## config.mk

```make
export PLATFORM = sky130hd
export DESIGN_NAME = iol_cell
export DESIGN_NICKNAME = d
export VERILOG_FILES = /design/src/rtl/iol_pkg.sv /design/src/rtl/iol_cell.sv
export SDC_FILE = /design/constraint.sdc
export NUM_CORES = 1
export LEC_CHECK = 0
export BUFFER_PORTS_ARGS = -buffer_cell sky130_fd_sc_hd__buf_2
export CAP_MARGIN = 25
export CELL_PAD_IN_SITES_DETAIL_PLACEMENT = 1
export CELL_PAD_IN_SITES_GLOBAL_PLACEMENT = 1
export CORE_UTILIZATION = 29
export DETAILED_ROUTE_END_ITERATION = 6
export GPL_ROUTABILITY_DRIVEN = 1
export PLACE_DENSITY = 0.86
export SLEW_MARGIN = 20
export SYNTH_ARGS = -nofsm -noshare
export SYNTH_HDL_FRONTEND = slang
export SYNTH_SLANG_ARGS = --single-unit
```

## constraint.sdc

```tcl
create_clock -name i_clk -period 5.94 [get_ports i_clk]
set_input_delay 0 -clock i_clk [delete_from_list [all_inputs] [get_ports i_clk]]
set_output_delay 0 -clock i_clk [all_outputs]
set_load 0.01 [all_outputs]
```

## src/rtl/iol_pkg.sv

```systemverilog
// Package for the indexed ordered list core: storage widths, request and
// status codes, the per-cell command and the control state type.
// No dependencies; every other file of the block uses this package.
`timescale 1ns / 1ps
`default_nettype none

package iol_pkg;

    // Width of one stored value.
    localparam int DataW = 32;
    // Position and count width, wide enough for the largest supported store (4096).
    localparam int PosW = 13;
    // Default and upper bound of the store size.
    localparam int DefCapacity = 64;
    localparam int MaxCapacity = 4096;

    // Port field widths.
    localparam int FuncW  = 4;
    localparam int IndexW = 7;
    localparam int LastW  = 6;
    localparam int CountW = 7;
    localparam int StatW  = 2;

    // Request codes.
    localparam logic [FuncW-1:0] FN_APPEND   = 4'd0;
    localparam logic [FuncW-1:0] FN_PREPEND  = 4'd1;
    localparam logic [FuncW-1:0] FN_INSERT   = 4'd2;
    localparam logic [FuncW-1:0] FN_READ     = 4'd3;
    localparam logic [FuncW-1:0] FN_WRITE    = 4'd4;
    localparam logic [FuncW-1:0] FN_POP_HEAD = 4'd5;
    localparam logic [FuncW-1:0] FN_POP_TAIL = 4'd6;
    localparam logic [FuncW-1:0] FN_REMOVE   = 4'd7;
    localparam logic [FuncW-1:0] FN_RANGE    = 4'd8;
    localparam logic [FuncW-1:0] FN_CLEAR    = 4'd9;

    // Status codes.
    localparam logic [StatW-1:0] ST_OK        = 2'd0;
    localparam logic [StatW-1:0] ST_BAD_INDEX = 2'd1;
    localparam logic [StatW-1:0] ST_FULL      = 2'd2;
    localparam logic [StatW-1:0] ST_EMPTY     = 2'd3;

    // The command that every cell of the row carries out.
    typedef enum logic [1:0] {
        OP_HOLD,
        OP_INSERT,
        OP_REMOVE,
        OP_WRITE
    } t_op;

    typedef struct packed {
        t_op              op;
        logic [PosW-1:0]  pos;
        logic [DataW-1:0] value;
    } t_cell_cmd;

    typedef enum logic {
        S_IDLE,
        S_RANGE
    } t_state;

endpackage

`default_nettype wire

```

## src/rtl/iol_cell.sv

```systemverilog
// One storage cell of the ordered list row: holds a single value and
// trades it with its neighbors on insert and remove. Depends on iol_pkg.
`timescale 1ns / 1ps
`default_nettype none

module iol_cell #(
    parameter int CellPos = 0
) (
    input  wire logic                        i_clk,
    input  wire iol_pkg::t_cell_cmd          i_cmd,
    input  wire logic [iol_pkg::PosW-1:0]    i_rd_pos,
    input  wire logic [iol_pkg::DataW-1:0]   i_left,
    input  wire logic [iol_pkg::DataW-1:0]   i_right,
    output logic      [iol_pkg::DataW-1:0]   o_value,
    output logic      [iol_pkg::DataW-1:0]   o_rd
);

    localparam logic [iol_pkg::PosW-1:0] MyPos = iol_pkg::PosW'(CellPos);

    logic [iol_pkg::DataW-1:0] r_value;
    logic [iol_pkg::DataW-1:0] n_value;

    always_comb begin
        n_value = r_value;
        unique case (i_cmd.op)
            iol_pkg::OP_INSERT: begin
                // Cells past the gap take their left neighbor.
                if (MyPos > i_cmd.pos) begin
                    n_value = i_left;
                end else if (MyPos == i_cmd.pos) begin
                    n_value = i_cmd.value;
                end
            end
            iol_pkg::OP_REMOVE: begin
                if (MyPos >= i_cmd.pos) begin
                    n_value = i_right;
                end
            end
            iol_pkg::OP_WRITE: begin
                if (MyPos == i_cmd.pos) begin
                    n_value = i_cmd.value;
                end
            end
            default: begin
                n_value = r_value;
            end
        endcase
    end

    always_ff @(posedge i_clk) begin
        r_value <= n_value;
    end

    assign o_value = r_value;
    assign o_rd    = (i_rd_pos == MyPos) ? r_value : '0;

endmodule

`default_nettype wire

```

==> results of run 1 <==
## critical path, cell delays in order
cell and delay [ns]:
buf_2 0.10, nor4_2 0.34, nand4_4 0.71, o21bai_4 1.10
## final cells by class
class / count / share of cell area [%]
clock buffer: 6 / 2.24
clock inverter: 2 / 1.08
inverter: 1 / 0.116
multi-input combinational: 172 / 38.1
sequential: 32 / 29.7
tap: 99 / 3.83
timing repair buffer: 157 / 25.0
## kinds of logic (layout without fill, tap and decap cells)
| group | Yosys count | count (layout) | share of synthesized area [%] |
|---|---|---|---|
| AOI/OAI and AO/OA | 65 | 65 | 14.4 |
| buffers and inverters | 20 | 166 | 4.44 |
| DFF | 32 | 32 | 42.1 |
| muxes | 32 | 32 | 14.0 |
| and+or+nand+nor | 75 | 75 | 25.1 |
## power groups by stage
stage	logic, mW	registers, mW	clock network [mW]
after floorplan	0.0533	0.295	0
after global placement	0.115	0.288	0
after detailed placement	0.124	0.289	0
after CTS	0.124	0.284	0.215
after global routing	0.135	0.286	0.220
final	0.122	0.284	0.209
## worst max-delay path by stage
stage,from,endpoint,slack [ns],cells past startpoint
6_report,i_cmd[37],o_value[10]$_DFFE_PP_,3.52,4
5_1_grt,i_cmd[37],o_value[18]$_DFFE_PP_,3.30,4
4_1_cts,i_cmd[37],o_value[8]$_DFFE_PP_,3.46,4
3_5_place_dp,i_cmd[37],o_value[11]$_DFFE_PP_,3.18,4
3_3_place_gp,i_cmd[37],o_value[11]$_DFFE_PP_,3.19,4
2_1_floorplan,i_cmd[37],o_value[0]$_DFFE_PP_,3.23,4
## layer usage
metal / global-route usage [%] / share of wire [%]
met1: 18.5 / 40
met2: 33.5 / 54
met3: 4.38 / 5.7
met4: 3.49 / 0.70
met5: 0 / 0
## Yosys cell counts
cell type and count:
inv_1 1, edfxtp_1 32, nor2_1 2, buf_6 3, nor4_2 2, a21oi_1 64, o21bai_1 1, buf_2 3
nor4_1 2, clkbuf_1 13, mux2i_1 32, and4_1 1, and2_1 32, and3b_1 32, nor3_1 2, nand2b_1 1
nand4_4 1
## metrics by stage
stage / total power, mW / hold WS, ns / setup slack (ns) / utilization [%]
global placement: 0.402 / 0.346 / 3.19 / 41.7
finish: 0.615 / 0.0667 / 3.52 / 43.5
detailed placement: 0.412 / 0.364 / 3.18 / 42.0
CTS: 0.623 / 0.0626 / 3.46 / 43.5
floorplan: 0.348 / 0.261 / 3.23 / -
global route: 0.641 / 0.0786 / 3.30 / 43.5
==> qor.yml, run 1 <==
num-fill-cells: 912
syn_to_final_growth_pct: 41.9
wirelength_um: 7270
core_area_um2: 7450
grt_remaining_overflow: 0
fp-row-count: 31
power_switching_mw: 0.158
syn-num-nets: 349
ff_latch_area_um2: 961
post-synth-top-area-cell: "edfxtp_1"
yosysUniqueCellTypes: 17
min_path_cells: 3
synth_area_um2: 2280
antenna_cells: 0
r2r-end: "o_value[25]$_DFFE_PP_"
drive_above_1_share_pct: 45.7
drt_iter0_markers: 46
hold_viol: 0
synth_area_leaders: "edfxtp_1 (42%), a21oi_1 (14%), mux2i_1 (14%), and3b_1 (12%), and2_1 (8.8%)"
slew_viol_final: 0
cap_violations: 0
synth_top_area_share_pct: 42.1
yosysSeqAreaShare_pct: 42.1
whs_endpoint: "o_value[23]$_DFFE_PP_"
clk_path_buf_depth: 2
layout_commonest_cell: "buf_2"
powerDensity_nw_per_um2: 190
worst_pin_slew_ns: 1.01
fin_nets: 494
relSlewSlack_pct: 32.6
ant_nets: 0
p_int_mw: 0.457
clk_latency_ns: 0.28
rsz0062_at_grt: "no"
dieArea_um2: 8230
grt_pass1_vias: 2387
multi_input_area_um2: 1230
finalInstanceArea_um2: 3240
rr_startpoint: "o_value[25]$_DFFE_PP_"
mostFrequentLayoutCells: "buf_2 (156), a21oi_1 (64)"
ys_seq_elements: 32
start_util_pct: 30.6
status: "finished, final reports clean"
fin_worst_skew_ns: 0
fin_crit_ns: 2.42
die_h_um: 90.7
hold_class: "primary input to flop"
arrival_ns: 2.32
cts.sinks: 32
fmax_ghz: 0.414
fin_crit_sh_pct: 40.7
largest_reg_flops: 32
cp-end-kind: "flop"
cts.clk_slew.worst_paths_ns: 0.07
worstHoldStart: "i_cmd[23]"
place.gp.congestion: 0.751
drt-pass1-iter-count: 3
antenna_found_initial: 0
irDropWorstVdd_v: 0.000118
p_sw_share_pct: 25.7
critPathKind: "primary input to flop"
die_w_um: 90.7
dr_total_vias: 2325
wl_per_cell_um: 15.5
combPwrFrac_pct: 19.9
crit_fanout: 33
setup_viol: 0
start_kind: "primary input"
yosys_warnings: 0
drc_errors: 0
numPortBuffers: 156
cts-htree-levels: 2
dp.cells: 461
p_seq_share_pct: 46.2
final_cells: 469
viasPerCell: 4.96
r2r_slack_ns: 4.96
cts.repair.resized: 0
hpwl_um: 5280
grt_first_pass_wirelength_um: 11400
power_leakage_nw: 1.83
cts_tree: "built"
root_buffer: "clkbuf_8"
avgSynthCellArea_um2: 10.2
cp.required_ns: 5.84
cts_hold_buf: 0
cts_made_buffers: 5
fin_setup_tns_ns: 0
ios: 189
cts_setup_buffers: 0
grt_usage_pct: 17.2
synth_cells: 224
grt_max_degree: 35
placed_area_um2: 3130
rr_worst_depth: 2
p_clk_share_pct: 34.0
Power figures use the tool's default switching activity.
==> run 2, diff against run 1 <==
CORE_UTILIZATION = 24   (was 29)
PLACE_DENSITY = 0.76   (was 0.86)
clock period = 2.05 ns   (was 5.94 ns; I/O delays follow)
==> qor.yml, run 2 (synthesized netlist as in run 1, its figures left out) <==
drive_above_1_share_pct: 46.6  # +0.89 points
viasPerCell: 4.55  # -8.1%
hpwl_um: 5520  # +4.5%
fp-row-count: 35  # +13%
fmax_ghz: 0.704
clk_path_buf_depth: 2  # unchanged
cts_tree: "built"
rsz0062_at_grt: "no"
path_depth: 6  # +2
ant_nets: 0  # unchanged
fin_crit_sh_pct: 69.3
clk_latency_ns: 0.27  # about the same
finalInstanceArea_um2: 3310  # +2.4%
drc_errors: 0  # unchanged
die_w_um: 99.5  # +9.7%
largest_reg_flops: 32  # unchanged
whs_endpoint: "o_value[21]$_DFFE_PP_"
cts.clk_slew.worst_paths_ns: 0.08  # about the same
mostFrequentLayoutCells: "buf_2 (156), a21oi_1 (64)"
status: "finished, final reports clean"
cts.repair.resized: 0  # unchanged
cp-end-kind: "primary output"
fin_worst_skew_ns: 0  # unchanged
setup_viol: 0  # unchanged
cts_hold_buf: 0  # unchanged
rr_worst_depth: 2  # unchanged
start_util_pct: 24.7  # -5.9 points
root_buffer: "clkbuf_8"
min_path_cells: 3  # unchanged
grt_pass1_vias: 2363  # -1.0%
grt_remaining_overflow: 0  # unchanged
cp.required_ns: 2.05  # -3.79 ns
cts_setup_buffers: 0  # unchanged
fin_nets: 502  # +1.6%
fin_crit_ns: 1.42
place.gp.congestion: 0.718  # -4.4%
rr_startpoint: "o_value[27]$_DFFE_PP_"
start_kind: "primary input"
r2r-end: "o_value[27]$_DFFE_PP_"
dr_total_vias: 2309  # -0.69%
antenna_found_initial: 0  # unchanged
fin_setup_tns_ns: 0  # unchanged
drt-pass1-iter-count: 2  # -1
crit_family: "simple AND/OR/NAND/NOR gates"
antenna_cells: 0  # unchanged
worstHoldStart: "i_cmd[21]"
placed_area_um2: 3210  # +2.5%
cts_made_buffers: 5  # unchanged
irDropWorstVdd_v: 0.000215  # +83%
power_leakage_nw: 1.86  # +1.5%
critPathKind: "primary input to primary output"
pre_cts_ws_ns: 0.562  # -2.62 ns
worst_pin_slew_ns: 0.341  # -0.668 ns
critical-path-max-stage-delay_ns: 0.44  # -0.66 ns
hold_viol: 0  # unchanged
drt_iter0_markers: 24  # -48%
dieArea_um2: 9900  # +20%
wirelength_um: 7360  # +1.2%
cap_violations: 0  # unchanged
die_h_um: 99.5  # +9.7%
powerDensity_nw_per_um2: 535  # +180%
grt_usage_pct: 14.7  # -2.6 points
relSlewSlack_pct: 77.2  # +45 points
slowest_stage: "and4_1"
finalWorstSetupSlack_ns: 0.630  # -2.89 ns
r2r_slack_ns: 1.11  # -3.85 ns
critPathMostFrequentCell: "buf_2"
cts-htree-levels: 2  # unchanged
hold_class: "primary input to flop"
wl_per_cell_um: 14.5  # -6.3%
arrival_ns: 1.42  # -0.90 ns
syn_to_final_growth_pct: 45.2
ios: 189  # unchanged
layout_commonest_cell: "buf_2"
cts.sinks: 32  # unchanged
numPortBuffers: 156  # unchanged
slew_viol_final: 0  # unchanged
core_area_um2: 9240  # +24%
post-route-util_pct: 35.9  # -7.6 points
worstPathCellList: "buf_2 -> nor4_1 -> and4_1 -> buf_4 -> and2_1 -> buf_2"
grt_max_degree: 35  # unchanged
crit_fanout: 23  # -30%
grt_first_pass_wirelength_um: 11500  # +1.0%
crit_buf_inv: 3  # +2
[run 2: cell types whose count changed in the layout (fill, tap and decap cells not counted)]
cell / before / now
clkinv_2: 1 / 0
clkinv_1: 0 / 2
buf_4: 0 / 9
buf_16: 1 / 0
clkbuf_1: 1 / 0
[run 2: metal layers]
layer,vias to the layer above,part of all wire (%),track usage (%)
met5,-,0,0
met4,0,0.30,2.71
met3,2,5.9,3.37
met2,90,51,27.3
met1,1079,43,17.3
li1,1138,-,-
[run 2: worst reg2reg max path, stage by stage (launching register included)]
cell      delay [ns]
edfxtp_1        0.42
a21oi_1         0.16
mux2i_1         0.10
[run 2: stage by stage]
step           std cells  hold slack [ns]  power (mW)
6_report             507           0.0687        1.77
3_5_place_dp         499            0.361        1.20
5_1_grt              507           0.0726        1.87
3_3_place_gp         499            0.351        1.18
4_1_cts              507           0.0603        1.80
2_1_floorplan        224            0.261        1.01
[run 2: how the worst max path moves through the flow]
| stage | startpoint | end | slack, ns |
|---|---|---|---|
| finish | i_rd_pos[7] | o_rd[21] | 0.63 |
| global route | i_rd_pos[7] | o_rd[4] | 0.51 |
| CTS | i_rd_pos[7] | o_rd[21] | 0.56 |
| detailed placement | i_rd_pos[7] | o_rd[21] | 0.56 |
| global placement | i_rd_pos[7] | o_rd[21] | 0.62 |
| floorplan | i_cmd[37] | o_value[0]$_DFFE_PP_ | 0.03 |
[run 2: power breakdown]
| part | leakage (nW) | switching, mW | internal (mW) |
|---|---|---|---|
| Sequential | 0.317 | 0.0367 | 0.787 |
| Combinational | 1.49 | 0.175 | 0.177 |
| Clock | 0.0532 | 0.245 | 0.354 |
[run 2: final cells by class]
type | instances | area [µm²]
well taps | 129 | 161
flip-flops and latches | 32 | 961
fillers | 1122 | 5930
repair buffers | 165 | 848
clock inverters | 3 | 37.5
clock buffers | 5 | 68.8
inverters | 1 | 3.75
multi-input cells | 172 | 1230
